<file path="config.mk">
export PLATFORM = sky130hd
export DESIGN_NAME = psa_front
export DESIGN_NICKNAME = d
export VERILOG_FILES = /design/src/hdl/psa_pkg.sv /design/src/hdl/psa_front.sv
export SDC_FILE = /design/constraint.sdc
export NUM_CORES = 1
export LEC_CHECK = 0
export BUFFER_PORTS_ARGS = -buffer_cell sky130_fd_sc_hd__buf_4
export CORE_MARGIN = 3
export CORE_UTILIZATION = 50
export CTS_CLUSTER_SIZE = 16
export DETAILED_ROUTE_END_ITERATION = 6
export PLACE_DENSITY = 0.84
export SETUP_SLACK_MARGIN = 0.02
export SLEW_MARGIN = 20
export SYNTH_ARGS = -nofsm -noshare
export SYNTH_HDL_FRONTEND = slang
export SYNTH_SLANG_ARGS = --single-unit
</file>
<file path="constraint.sdc">
create_clock -name clock -period 16.2 [get_ports clock]
set_input_delay 3.24 -clock clock [delete_from_list [all_inputs] [get_ports clock]]
set_output_delay 3.24 -clock clock [all_outputs]
set_load 0.005 [all_outputs]
</file>
<file path="src/hdl/psa_pkg.sv">
// Shared constants for the PID step controller with anti-windup.
`default_nettype none
package psa_pkg;

   localparam int DATA_WIDTH = 32;
   localparam int FRAC_BITS  = 16;

   localparam int MID_DEPTH = 2;
   localparam int OUT_DEPTH = 4;

   localparam int CSR_INDEX_WIDTH = 3;

   localparam logic [CSR_INDEX_WIDTH-1:0] REG_PROP_GAIN     = 3'd0;
   localparam logic [CSR_INDEX_WIDTH-1:0] REG_INTEGRAL_GAIN = 3'd1;
   localparam logic [CSR_INDEX_WIDTH-1:0] REG_DERIV_GAIN    = 3'd2;
   localparam logic [CSR_INDEX_WIDTH-1:0] REG_OUT_UPPER     = 3'd3;
   localparam logic [CSR_INDEX_WIDTH-1:0] REG_OUT_LOWER     = 3'd4;

   localparam logic ACT_SAMPLE = 1'b0;
   localparam logic ACT_CLEAR  = 1'b1;

endpackage
`default_nettype wire

</file>
<file path="src/hdl/psa_front.sv">
// Front end: takes requests, forms the error terms and tracks the previous error.
`default_nettype none
module psa_front #(
   parameter int DATA_WIDTH = psa_pkg::DATA_WIDTH
) (
   input  wire logic                         clock,
   input  wire logic                         reset,
   input  wire logic                         push,
   output logic                              full,
   input  wire logic                         req_action,
   input  wire logic signed [DATA_WIDTH-1:0] req_setpoint,
   input  wire logic signed [DATA_WIDTH-1:0] req_measured,
   output logic                              q_push,
   output logic [3*DATA_WIDTH:0]             q_data,
   input  wire logic                         q_full
);

   localparam int DW = DATA_WIDTH;
   localparam logic signed [DW-1:0] SMAX = {1'b0, {(DW-1){1'b1}}};
   localparam logic signed [DW-1:0] SMIN = {1'b1, {(DW-1){1'b0}}};

   function automatic logic signed [DW-1:0] sat1(input logic signed [DW:0] v);
      logic signed [DW-1:0] r;
      if (v[DW] != v[DW-1]) r = v[DW] ? SMIN : SMAX;
      else                  r = v[DW-1:0];
      return r;
   endfunction

   logic signed [DW-1:0] last_error_ff, last_error_in;
   logic signed [DW-1:0] err, esum, ediff;
   logic                 accept, is_clear;

   assign full     = q_full;
   assign accept   = push && !q_full;
   assign is_clear = (req_action == psa_pkg::ACT_CLEAR);

   always_comb begin
      err   = sat1({req_setpoint[DW-1], req_setpoint} - {req_measured[DW-1], req_measured});
      esum  = sat1({err[DW-1], err} + {last_error_ff[DW-1], last_error_ff});
      ediff = sat1({err[DW-1], err} - {last_error_ff[DW-1], last_error_ff});
      last_error_in = last_error_ff;
      if (accept) begin
         last_error_in = is_clear ? '0 : err;
      end
   end

   assign q_push = accept;
   assign q_data = {is_clear, err, esum, ediff};

   always_ff @(posedge clock) begin
      if (reset) begin
         last_error_ff <= '0;
      end else begin
         last_error_ff <= last_error_in;
      end
   end

endmodule
`default_nettype wire

</file>
==> reports/results.tsv <==
stage	metric	value	unit
finish	largest_reg_flops	32	
place	dp_hpwl	19000	µm
routing	vias	8364	
routing	dr.first_iter.drc_count	888	
sta	finalCriticalPeriod	13140	ps
synthesis	syn_inst	1113	
pwr	power_density	120	nW/µm²
sta	rsz0062_at_grt	false	
place	gp_congestion	0.989	
finish	layout-drive-gt1-share	16.7	%
synthesis	syn-num-nets	1281	
clocking	cts_sinks	32	
pwr	irDropWorstVdd	0.0446	mV
pwr	p_leak	4.07	nW
synthesis	synth_edf_count	0	
synthesis	synth_area_leader_cell	ha_1	
pwr	p_sw	0.522	mW
synthesis	synth_top_area_share	16.0	%
routing	highest_layer	met4	
run_status	status	finished clean	
place	pre_cts_ws	3140	ps
sta	slew_violations	0	
synthesis	synthTopCellsByCount	nor2_1, a21oi_1, inv_1, ha_1, o21ai_0	
pwr	p_seq_share	8.2	%
clocking	clkLatencyLatePin	270	ps
clocking	postCtsResizedCells	0	
worst_setup_path	cp.required	12960	ps
clocking	clockRootBuffer	clkbuf_16	
sta	fin_crit_sh	81.1	%
synthesis	yosysWarnings	0	
routing	drcViolationCount	0	
clocking	clk_pin_slew	50	ps
worst_setup_path	start_kind	primary input	
synthesis	ys_ff_latch	32	
pwr	internal_power	0.540	mW
die	fp.dieArea	16500	µm²
clocking	clock_path_buffers	2	
worst_setup_path	r2r_slack	15490	ps
die	ios	168	
routing	routedWlPerCell	16.3	µm
pwr	swShare	49.2	%
place	io_buffers	167	
worst_setup_path	crit_fanout	27	
clocking	htree_num_levels	2	
die	die_w	129	µm
die	row_count	44	
synthesis	synthArstFlopShare	0	%
sta	hold_violations	0	
routing	wirelength	22900	µm
routing	wl_met3	1550	µm
sta	tightest_slew	986	ps
finish	area_delta_synth_final	18.2	%
worst_setup_path	cp.arrival	9900	ps
sta	tns	0	ps
sta	skew	0	ps
synthesis	post-synth-top-count-cell	nor2_1	
sta	setup_viol	0	
finish	fin_nets	1395	
grt	grt_pass1_vias	7521	
pwr	clockPowerShare	8.1	%
routing	via_per_inst	5.93	
sta	fmax	0.0761	GHz
finish	top_register	last_error_ff	
run	maxCapViolations	0	
routing	drt-met1-wl	10400	µm
finish	largestRegisters	last_error_ff x32	
clocking	postCtsSetupBuffers	0	
clocking	numCtsBuffers	5	
grt	track_usage	26.4	%
routing	antenna_left	0	
clocking	cts_tree	yes	
grt	grt_pass1_wl	36500	µm
synthesis	yosysSeqAreaShare	8.53	%
worst_setup_path	setup.worst_path.end_class	output port	
clocking	postCtsHoldBufs	0	
worst_setup_path	crit_type	in2out	
routing	wl_met2	10200	µm
grt	overflow	0	
grt	grt_max_degree	33	
die	coreArea	14600	µm²
synthesis	synth_cell_types	76	
synthesis	synth_flop_cell	dfxtp_1	
sta	slew_headroom	34.1	%
finish	diodes	0	
grt	antenna_found_initial	0	
sta	fin_ws	3060	ps
die	die_h	129	µm
synthesis	synth_area_per_cell	6.75	µm²
routing	drt_first_pass_iters	7	
synthesis	netlist_area	7510	µm²
synthesis	ys_top_cells_by_area	ha_1, dfxtp_1, a21oi_1, xnor2_1, nor2_1	
finish	fillers	1365	
pwr	combPwrFrac	83.7	%
die	initial_utilization	51.5	%
min_path	min_path_type	reg2reg	
-- placed cells by master, fill, tap and decap left out, drive strengths merged, types with 20 or more instances in the layout --
cell	n
a21o	30
dfxtp	32
o21ai	98
a21oi	122
inv	115
nand2	69
xnor2	57
buf	170
o21bai	20
ha	96
nor2	119
-- logic make-up (layout without fill, tap and decap cells) --
| family | count (synthesis) | after routing | synth area share, % |
|---|---|---|---|
| flops | 32 | 32 | 8.53 |
| buf+inv | 178 | 292 | 9.56 |
| simple gates | 318 | 318 | 20.3 |
| compound gates | 401 | 401 | 34.5 |
| fa+ha+maj | 111 | 111 | 18.4 |
| mux | 4 | 4 | 0.550 |
| xor+xnor | 69 | 69 | 8.15 |
-- worst max-delay path, cell delays in order --
cell,delay (ps)
buf_4,110
ha_1,350
o21a_1,160
o31a_1,210
o211a_1,250
o2111ai_1,180
a211o_1,350
a41oi_2,350
mux2i_1,730
o21ai_1,320
ha_1,470
o211ai_1,200
a21oi_1,90
o41ai_2,540
o211ai_1,250
o21a_1,250
a41o_1,280
xnor2_2,360
nand2_1,680
o21ai_0,370
buf_4,170
-- power groups by stage --
stage	Clock [mW]	Sequential, mW	Combinational (mW)
final	0.0860	0.0869	0.889
after global routing	0.0905	0.0875	0.970
after CTS	0.0876	0.0870	0.878
after detailed placement	0	0.0884	0.874
after global placement	0	0.0880	0.865
after floorplan	0	0.0873	0.544
-- final timing paths --
kind / from / endpoint / cells past startpoint
min: last_error_ff[12]$_SDFFE_PP0P_ / last_error_ff[12]$_SDFFE_PP0P_ / 2
max: req_setpoint[2] / q_data[13] / 21
min reg2reg: last_error_ff[12]$_SDFFE_PP0P_ / last_error_ff[12]$_SDFFE_PP0P_ / 2
max reg2reg: last_error_ff[1]$_SDFFE_PP0P_ / last_error_ff[1]$_SDFFE_PP0P_ / 1
-- routing by layer --
layer  track usage (%)  up-vias
li1                  -     4153
met1              36.8     3768
met2              42.4      393
met3              2.12       50
met4              9.82        0
met5                 0        -
-- metrics by stage --
stage               total power [mW]  utilization (%)  hold slack (ps)  area (µm²)  std cells
CTS                             1.05             60.8              473        8870       1411
floorplan                      0.631                -              446        7510       1113
global placement               0.953             59.9              459        8740       1404
detailed placement             0.963             59.9              467        8740       1404
finish                          1.06             60.9              471        8880       1411
global route                    1.15             60.9              478        8880       1411
-- final cells by class --
type / count / area, µm² / area share, %
well taps: 184 / 230 / 2.59
repair buffers: 170 / 1280 / 14.4
inverters: 115 / 432 / 4.86
flip-flops and latches: 32 / 641 / 7.21
multi-input cells: 903 / 6170 / 69.5
clock inverters: 1 / 5.00 / 0.0564
clock buffers: 6 / 129 / 1.45
No activity file was read; power rests on OpenSTA's default activity.
