**config.mk**
```make
export PLATFORM = sky130hd
export DESIGN_NAME = psa_fifo
export DESIGN_NICKNAME = d
export VERILOG_FILES = /design/src/hdl/psa_fifo.sv
export SDC_FILE = /design/constraint.sdc
export NUM_CORES = 1
export LEC_CHECK = 0
export BUFFER_PORTS_ARGS = -buffer_cell sky130_fd_sc_hd__buf_2
export CAP_MARGIN = 10
export CORE_MARGIN = 3
export CORE_UTILIZATION = 45
export CTS_CLUSTER_DIAMETER = 100
export DETAILED_ROUTE_END_ITERATION = 6
export PLACE_DENSITY = 0.74
export SLEW_MARGIN = 25
export SYNTH_ARGS = -nofsm -noshare
export SYNTH_HDL_FRONTEND = slang
export SYNTH_SLANG_ARGS = --single-unit
```
**constraint.sdc**
```tcl
create_clock -name clock -period 2.05 [get_ports clock]
set_clock_uncertainty 0.1 [all_clocks]
set_input_delay 0.41 -clock clock [delete_from_list [all_inputs] [get_ports clock]]
set_output_delay 0.41 -clock clock [all_outputs]
set_load 0.01 [all_outputs]
```
**src/hdl/psa_fifo.sv**
```systemverilog
// Small synchronous queue of register entries.
`default_nettype none
module psa_fifo #(
   parameter int WIDTH = 8,
   parameter int DEPTH = 2
) (
   input  wire logic                         clock,
   input  wire logic                         reset,
   input  wire logic                         push,
   input  wire logic [WIDTH-1:0]             wdata,
   output logic                              full,
   input  wire logic                         pop,
   output logic [WIDTH-1:0]                  rdata,
   output logic                              empty,
   output logic [$clog2(DEPTH+1)-1:0]        count
);

   localparam int AW = (DEPTH > 1) ? $clog2(DEPTH) : 1;
   localparam int CW = $clog2(DEPTH+1);

   logic [WIDTH-1:0] mem_ff [DEPTH];
   logic [AW-1:0]    wr_ptr_ff, wr_ptr_in;
   logic [AW-1:0]    rd_ptr_ff, rd_ptr_in;
   logic [CW-1:0]    count_ff, count_in;
   logic             do_push, do_pop;

   assign full    = (count_ff == CW'(DEPTH));
   assign empty   = (count_ff == '0);
   assign count   = count_ff;
   assign rdata   = mem_ff[rd_ptr_ff];
   assign do_push = push && !full;
   assign do_pop  = pop && !empty;

   always_comb begin
      wr_ptr_in = wr_ptr_ff;
      rd_ptr_in = rd_ptr_ff;
      count_in  = count_ff;
      if (do_push) begin
         wr_ptr_in = (wr_ptr_ff == AW'(DEPTH-1)) ? '0 : wr_ptr_ff + 1'b1;
      end
      if (do_pop) begin
         rd_ptr_in = (rd_ptr_ff == AW'(DEPTH-1)) ? '0 : rd_ptr_ff + 1'b1;
      end
      case ({do_push, do_pop})
         2'b10:   count_in = count_ff + 1'b1;
         2'b01:   count_in = count_ff - 1'b1;
         default: count_in = count_ff;
      endcase
   end

   always_ff @(posedge clock) begin
      if (reset) begin
         wr_ptr_ff <= '0;
         rd_ptr_ff <= '0;
         count_ff  <= '0;
      end else begin
         wr_ptr_ff <= wr_ptr_in;
         rd_ptr_ff <= rd_ptr_in;
         count_ff  <= count_in;
      end
   end

   always_ff @(posedge clock) begin
      if (do_push) begin
         mem_ff[wr_ptr_ff] <= wdata;
      end
   end

endmodule
`default_nettype wire

```
==> impl_metrics.csv, run 1 <==
group,metric,value,unit
die,rows,14,
die,die_h,48.1,µm
worst_setup_path,crit_type,"flip-flop to primary output",
power_and_ir_drop,cellLeakagePower,0.395,nW
cts,clk_path_buf_depth,2,
worst_setup_path,worstPathRequired,1.54,ns
cts,insertion_delay,0.29,ns
grt,grt_usage,11.7,%
layout,layout-drive-gt1-share,48.1,%
grt,grt_pass1_wl,1800,µm
routing,wl,1230,µm
layout,syn_to_final_growth,21.2,%
layout,fillCellCount,140,
outcome,outcome,"completed",
power_and_ir_drop,powerDensity,1230,nW/µm²
grt,grt_pass1_vias,435,
cts,htreeDepth,1,
timing,drv_slew,0,
die,core,1590,µm²
layout,layout.nets,91,
routing,ant_nets,0,
grt,grt_overflow_total,0,
grt,antenna_found_initial,0,
layout,num_antenna_cells,0,
flow_run,maxCapViolCount,0,
timing,hold_viol,0,
hold_path,hold_class,"input pin to flip-flop",
logic_synthesis,synth_seq_cells,21,
logic_synthesis,synth_cells,51,
routing,route.detailed.drc,0,
logic_synthesis,ys.warnings.count,0,
placed_design,gp_congestion,0.714,
worst_setup_path,start_kind,"flip-flop",
die,die-area,2320,µm²
cts,clk_root_buffer_cell,"clkbuf_4",
logic_synthesis,synth_cell_types,17,
layout,multi_input_area,203,µm²
timing,post-route-period-util,91.5,%
power_and_ir_drop,ir_worst_vdd,0.708,mV
worst_setup_path,cp.arrival,1.37,ns
routing,drtIter0Drc,1,
cts,clock_sinks,21,
timing,setup_viol,0,
logic_synthesis,synth_area_leaders,"edfxtp_1 (60%), dfxtp_1 (13%), mux2_2 (11%)",
worst_setup_path,crit_fanout,8,
placed_design,io_buffers,23,
cts,clk_pin_slew,0.11,ns
logic_synthesis,synth_top_area_share,60.2,%
timing,fin_crit,1.88,ns
timing,fin_setup_tns,0,ns
layout,final_util,60.7,%
die,die_width,48.1,µm
routing,viasPerCell,4.71,
timing,fmax,0.533,GHz
cts,cts_resized,0,
timing,max_slew_margin,73.3,%
routing,dr.pass1.iters,2,
routing,wl_per_cell,12.2,µm
timing,rsz0062_at_grt,"false",
logic_synthesis,syn_nets,64,
die,io_pins,24,
logic_synthesis,synth_top_area_cell,"edfxtp_1",
logic_synthesis,syn_area,798,µm²
die,start_util,50.1,%
logic_synthesis,avgSynthCellArea,15.7,µm²
cts,cts_tree,"yes",
placed_design,place_hpwl,881,µm
layout,register_area,581,µm²
grt,grt_max_degree,13,
timing,worst_slew_pin_slew,0.401,ns
worst_setup_path,ff2ff_setup_slack,0.35,ns
cts,cts_made_buffers,3,
cts,ctsHoldBuffers,0,
routing,vias,476,
worst_setup_path,endpoint_kind,"primary output",
cts,cts.repair_timing.setup_buffer_count,0,
logic_synthesis,yosysSeqAreaShare,72.7,%
-- per-layer routing --
layer | track usage [%] | wire (µm) | up-vias
met5 | 0 | 0 | -
met3 | 3.69 | 65 | 2
li1 | - | - | 236
met1 | 13.6 | 513 | 227
met4 | 6.45 | 9 | 0
met2 | 19.3 | 642 | 11
-- layout make-up --
type                            instances  share of cell area [%]
Inverter                                3                    1.16
Multi-Input combinational cell         26                    21.0
Sequential cell                        21                    60.0
Clock inverter                          1                   0.517
Clock buffer                            3                    2.33
Timing Repair Buffer                   23                    11.9
Tap cell                               24                    3.10
-- logic make-up (layout without fill, tap and decap cells) --
| family | after synthesis | in the layout | synth area share, % |
|---|---|---|---|
| flops | 21 | 21 | 72.7 |
| simple gates | 9 | 9 | 5.80 |
| mux | 8 | 8 | 11.3 |
| compound gates | 5 | 5 | 3.45 |
| buf+inv | 4 | 30 | 1.88 |
| xor+xnor | 3 | 3 | 3.29 |
| fa+ha+maj | 1 | 1 | 1.57 |
-- metrics by stage --
step | setup WS (ns) | instance area, µm² | instances | total power [mW] | hold slack, ns
final | 0.173 | 967 | 101 | 1.19 | 0.195
after global routing | 0.0881 | 967 | 101 | 1.28 | 0.169
after CTS | 0.134 | 967 | 101 | 1.21 | 0.186
after detailed placement | 0.356 | 940 | 97 | 1.02 | 0.397
after global placement | 0.398 | 940 | 97 | 1.01 | 0.367
after floorplan | 0.437 | 798 | 51 | 0.876 | 0.352
-- cell usage in the layout (no fill, tap or decap) --
master,instances
o21ai_0,2
mux2_2,8
nand2_1,1
inv_2,1
or3_1,2
clkinv_2,1
inv_1,2
and3_1,1
nor2_1,4
nand2b_2,1
xnor2_1,2
dfxtp_1,5
o21a_1,1
buf_2,23
xor2_1,1
ha_1,1
edfxtp_1,16
clkbuf_4,3
a21oi_1,2
-- power breakdown --
part	leakage [nW]	total, mW	internal [mW]	switching [mW]
logic	0.187	0.391	0.199	0.192
registers	0.191	0.613	0.547	0.0656
clock network	0.0177	0.190	0.0725	0.117
-- critical path, cell delays in order (launching register included) --
cell,delay [ns]
dfxtp_1,0.55
mux2_2,0.38
buf_2,0.14
-- Yosys cell counts --
cell type  count
xnor2_1        2
edfxtp_1      16
nand2b_2       1
or3_1          2
xor2_1         1
ha_1           1
inv_2          1
clkbuf_1       1
mux2_2         8
dfxtp_1        5
nand2_1        1
o21a_1         1
o21ai_0        2
inv_1          2
and3_1         1
nor2_1         4
a21oi_1        2
-- state kept, by name, indices dropped and copies added (netlist names), named ones only --
signal	flops
wr_ptr_ff	1
rd_ptr_ff	1
mem_ff	16
count	2
-- final timing paths --
| kind | start | endpoint | cells after the start |
|---|---|---|---|
| worst min-delay path | wdata[0] | mem_ff[1][0]$_DFFE_PP_ | 1 |
| worst min register to register | wr_ptr_ff$_SDFFE_PP0N_ | wr_ptr_ff$_SDFFE_PP0N_ | 2 |
| worst max register to register | count[0]$_SDFFE_PP0P_ | mem_ff[0][5]$_DFFE_PP_ | 4 |
| worst max-delay path | flip-flop | rdata[2] | 2 |
Note: power is estimated with default switching activity, not from simulation.
==> inputs of run 2 (changes only) <==
Settings changed: ABC_AREA from default to 1.
==> impl_metrics.csv, run 2 <==
group,metric,value,unit
outcome,outcome,"completed",
logic_synthesis,synth_ff_type,"edfxtp_1",
logic_synthesis,synth_top_area_share,56.6,%
logic_synthesis,synth_area_leaders,"edfxtp_1 (57%), dfxtp_1 (12%), mux2_2 (11%)",
power_and_ir_drop,totalPowerFinal,1.04,mW
timing,fin_crit,1.87,ns
timing,fmax,0.536,GHz
worst_setup_path,critPathSlowestCell,"dfxtp_1",
cts,ctsHoldBuffers,0,
cts,insertion_delay,0.29,ns
cts,htreeDepth,1,
layout,syn_to_final_growth,20.8,%
logic_synthesis,async_flop_share,0,%
worst_setup_path,start_kind,"flip-flop",
hold_path,hold_class,"input pin to flip-flop",
routing,ant_nets,0,
grt,antenna_found_initial,0,
logic_synthesis,syn_area,848,µm²
power_and_ir_drop,powerDensity,1020,nW/µm²
routing,dr.pass1.iters,4,
die,die_width,49.4,µm
timing,hold_viol,0,
placed_design,gp_congestion,0.719,
worst_setup_path,critPathMaxStageDelay,0.54,ns
layout,num_antenna_cells,0,
logic_synthesis,synth-edff-count,16,
die,rows,15,
worst_setup_path,worstPathRequired,1.54,ns
layout,layout.nets,106,
cts,clk_path_buf_depth,2,
routing,wl_per_cell,11.1,µm
logic_synthesis,synth_seq_cells,21,
grt,grt_pass1_wl,2190,µm
timing,worst_slew_pin_slew,0.345,ns
routing,viasPerCell,4.47,
worst_setup_path,ff2ff_setup_slack,0.50,ns
cts,clk_root_buffer_cell,"clkbuf_4",
worst_setup_path,endpoint_kind,"primary output",
cts,cts.repair_timing.setup_buffer_count,0,
worst_setup_path,crit_type,"flip-flop to primary output",
cts,cts_made_buffers,3,
worst_setup_path,cp.arrival,1.36,ns
placed_design,io_buffers,23,
grt,grt_max_degree,13,
logic_synthesis,synth.most_common_cell,"edfxtp_1",
layout,layout-drive-gt1-share,46.7,%
logic_synthesis,avgSynthCellArea,13.1,µm²
placed_design,post-place-cells,113,
timing,hold-worst-slack,0.196,ns
cts,cts_tree,"yes",
placed_design,place_hpwl,1030,µm
worst_setup_path,cp_cell_sequence,"mux2_2 -> buf_2",
worst_setup_path,crit_fanout,8,
logic_synthesis,ys.warnings.count,0,
die,die-area,2440,µm²
flow_run,maxCapViolCount,0,
timing,rsz0062_at_grt,"false",
logic_synthesis,synth_commonest_cells,"edfxtp_1 (16), nor2_1 (10), mux2_2 (8)",
layout,regMostFlops,"mem_ff",
grt,grt_usage,12.2,%
die,start_util,48.6,%
logic_synthesis,synth_cells,65,
timing,fin_setup_tns,0,ns
routing,drtIter0Drc,7,
layout,largest_reg_flops,16,
routing,wl,1300,µm
cts,clock_sinks,21,
routing,route.detailed.drc,0,
timing,post-route-period-util,91.1,%
layout,final_util,58.7,%
power_and_ir_drop,cellLeakagePower,0.439,nW
die,core,1750,µm²
cts,cts_resized,0,
layout,fillCellCount,165,
timing,drv_slew,0,
grt,grt_pass1_vias,554,
logic_synthesis,synth_cell_types,15,
die,die_h,49.4,µm
power_and_ir_drop,ir_worst_vdd,0.491,mV
layout,final_common_cell,"buf_2",
die,io_pins,24,
logic_synthesis,syn_nets,78,
timing,max_slew_margin,76.9,%
cts,clk_pin_slew,0.11,ns
logic_synthesis,yosysSeqAreaShare,68.4,%
logic_synthesis,synth_top_area_cell,"edfxtp_1",
grt,grt_overflow_total,0,
routing,vias,523,
layout,fin_cells,117,
timing,setup_viol,0,
layout,layout_common_cells,"buf_2 (23), edfxtp_1 (16), nor2_1 (10)",
-- run 2: cells by family (layout without fill, tap and decap cells) --
family / count (synthesis) / in the layout / synth area share [%]
mux: 8 / 8 / 10.6
flops: 21 / 21 / 68.4
compound gates: 2 / 2 / 1.18
buf+inv: 10 / 37 / 4.57
fa+ha+maj: 1 / 1 / 1.47
simple gates: 23 / 23 / 13.7
-- run 2: metal layers --
layer | part of all wire, % | track usage (%) | vias to the layer above
li1 | - | - | 268
met1 | 35 | 11.0 | 236
met2 | 58 | 23.9 | 17
met3 | 5.7 | 3.06 | 2
met4 | 1.1 | 6.91 | 0
met5 | 0 | 0 | -
-- run 2: final cells by class --
type | count | area, µm² | share of cell area, %
Clock inverter | 1 | 5.00 | 0.488
Inverter | 9 | 33.8 | 3.30
Multi-Input combinational cell | 34 | 229 | 22.3
Sequential cell | 21 | 581 | 56.7
Timing Repair Buffer | 24 | 123 | 12.0
Clock buffer | 3 | 22.5 | 2.20
Tap cell | 25 | 31.3 | 3.05
-- run 2: where the power goes --
group	switching (mW)	internal, mW
clock	0.115	0.0725
combinational	0.157	0.132
sequential	0.0461	0.521
total	0.318	0.726
-- run 2: path summary, 6_finish.rpt --
path / cells after the start / to / startpoint
worst min-delay path: 1 / mem_ff[1][5]$_DFFE_PP_ / wdata[5]
worst max-delay path: 2 / rdata[2] / flip-flop
worst min register to register: 2 / flip-flop / rd_ptr_ff$_SDFFE_PP0P_
worst max register to register: 5 / mem_ff[0][0]$_DFFE_PP_ / count[0]$_SDFFE_PP0P_
-- run 2: through the flow --
stage | worst slack (ns) | instance area, µm²
floorplan | 0.484 | 848
global placement | 0.512 | 997
detailed placement | 0.482 | 997
CTS | 0.153 | 1020
global route | 0.0666 | 1020
finish | 0.183 | 1020
-- run 2: worst max-delay path, delay by kind of cell (launching register included) --
family,cells,cell delay [ns]
mux,1,0.38
flops,1,0.54
buf+inv,1,0.14
==> inputs of run 3 (changes only) <==
Settings changed: PLACE_DENSITY 0.74 to 0.69.
==> impl_metrics.csv, run 3 (same netlist as run 2, synthesis figures left out) <==
group,metric,value,unit
outcome,outcome,"completed",
timing,setup_viol,0,
layout,layout_common_cells,"buf_2 (23), edfxtp_1 (16), nor2_1 (10)",
cts,insertion_delay,0.29,ns
worst_setup_path,crit_fanout,8,
power_and_ir_drop,ir_worst_vdd,0.547,mV
layout,layout.nets,107,
cts,cts_resized,0,
hold_path,min_to,"mem_ff[1][2]$_DFFE_PP_",
die,die-area,2440,µm²
hold_path,hold_class,"input pin to flip-flop",
layout,layout-drive-gt1-share,47.3,%
timing,post-route-period-util,91.2,%
grt,antenna_found_initial,0,
grt,grt_usage,11.8,%
worst_setup_path,rr_worst_depth,9,
grt,grt_pass1_vias,513,
cts,clock_sinks,21,
routing,wl,1260,µm
routing,drtIter0Drc,5,
placed_design,io_buffers,23,
timing,worst_slew_pin_slew,0.353,ns
timing,fin_setup_tns,0,ns
layout,fillCellCount,159,
layout,num_antenna_cells,0,
routing,wl_per_cell,10.7,µm
die,core,1750,µm²
timing,drv_slew,0,
worst_setup_path,critPathSlowestCell,"dfxtp_1",
routing,viasPerCell,4.59,
worst_setup_path,cp_num_buf_inv,1,
routing,dr.pass1.iters,3,
timing,hold_viol,0,
layout,largest_reg_flops,16,
worst_setup_path,start_kind,"flip-flop",
grt,grt_overflow_total,0,
routing,route.detailed.drc,0,
placed_design,gp_congestion,0.707,
power_and_ir_drop,powerDensity,1010,nW/µm²
hold_path,min_path_cells,1,
die,die_h,49.4,µm
worst_setup_path,endpoint_kind,"primary output",
die,io_pins,24,
power_and_ir_drop,cellLeakagePower,0.445,nW
cts,cts_made_buffers,3,
cts,ctsHoldBuffers,0,
cts,clk_pin_slew,0.11,ns
timing,max_slew_margin,76.4,%
die,die_width,49.4,µm
die,rows,15,
flow_run,maxCapViolCount,0,
worst_setup_path,crit_type,"flip-flop to primary output",
worst_setup_path,cp_cell_sequence,"mux2_2 -> buf_2",
cts,cts_tree,"yes",
worst_setup_path,ff2ff_setup_slack,0.51,ns
routing,vias,542,
worst_setup_path,crit-reg2reg-launch,"count[0]$_SDFFE_PP0P_",
layout,regMostFlops,"mem_ff",
grt,grt_max_degree,13,
cts,clk_path_buf_depth,2,
worst_setup_path,critPathMaxStageDelay,0.55,ns
placed_design,place_hpwl,975,µm
layout,final_common_cell,"buf_2",
worst_setup_path,cp_top_family,"flip-flops",
layout,syn_to_final_growth,21.7,%
grt,grt_pass1_wl,2130,µm
cts,cts.repair_timing.setup_buffer_count,0,
worst_setup_path,r2r_end,"count[1]$_SDFFE_PP0P_",
timing,rsz0062_at_grt,"false",
timing,hold-worst-slack,0.194,ns
routing,ant_nets,0,
timing,fmax,0.535,GHz
die,start_util,48.6,%
worst_setup_path,cp.arrival,1.36,ns
cts,clk_root_buffer_cell,"clkbuf_4",
timing,fin_crit,1.87,ns
cts,htreeDepth,1,
worst_setup_path,worstPathRequired,1.54,ns
hold_path,min-delay-start,"wdata[2]",
run 3: cell types whose count changed in the layout (fill, tap and decap cells not counted):
cell   delta
buf_4     +1
run 3: worst reg2reg max path: cells and delay by family, from the launching register on:
family / cells / cell delay (ns)
simple gates: 6 / 0.46
flops: 1 / 0.49
buf+inv: 2 / 0.13
fa+ha+maj: 1 / 0.30
run 3: metrics by stage:
stage / utilization, % / power (mW) / area (µm²) / std cells / setup slack, ns
after CTS: 59.1 / 1.07 / 1030 / 118 / 0.146
after detailed placement: 57.6 / 0.874 / 1000 / 114 / 0.494
after global placement: 57.6 / 0.864 / 1000 / 114 / 0.515
after global routing: 59.1 / 1.13 / 1030 / 118 / 0.0873
final: 59.1 / 1.05 / 1030 / 118 / 0.180
after floorplan: - / 0.767 / 848 / 65 / 0.484
run 3: cell type report:
| cell class | instances | area [µm²] | area share, % |
|---|---|---|---|
| Timing Repair Buffer | 25 | 130 | 12.6 |
| Tap cell | 25 | 31.3 | 3.03 |
| Multi-Input combinational cell | 34 | 229 | 22.2 |
| Clock inverter | 1 | 5.00 | 0.485 |
| Inverter | 9 | 33.8 | 3.27 |
| Sequential cell | 21 | 581 | 56.2 |
| Clock buffer | 3 | 22.5 | 2.18 |
run 3: where the power goes:
group          switching [mW]  internal, mW
registers              0.0466         0.521
logic                   0.155         0.137
clock network           0.116        0.0726
total                   0.317         0.730
run 3: worst max path at each step:
stage                     slack (ns)  cells past startpoint             startpoint                      to
after global routing            0.09                      2              flip-flop                rdata[2]
after CTS                       0.15                      2              flip-flop                rdata[5]
after floorplan                 0.48                      4  count[0]$_SDFFE_PP0P_  mem_ff[0][0]$_DFFE_PP_
after detailed placement        0.49                      2              flip-flop                rdata[5]
after global placement          0.51                      2              flip-flop                rdata[0]
final                           0.18                      2              flip-flop                rdata[5]
run 3: per-layer routing:
layer / track usage, % / wire [µm] / vias up
li1: - / - / 273
met1: 13.0 / 487 / 249
met2: 19.2 / 642 / 16
met3: 3.36 / 93 / 4
met4: 8.29 / 38 / 0
met5: 0 / 0 / -
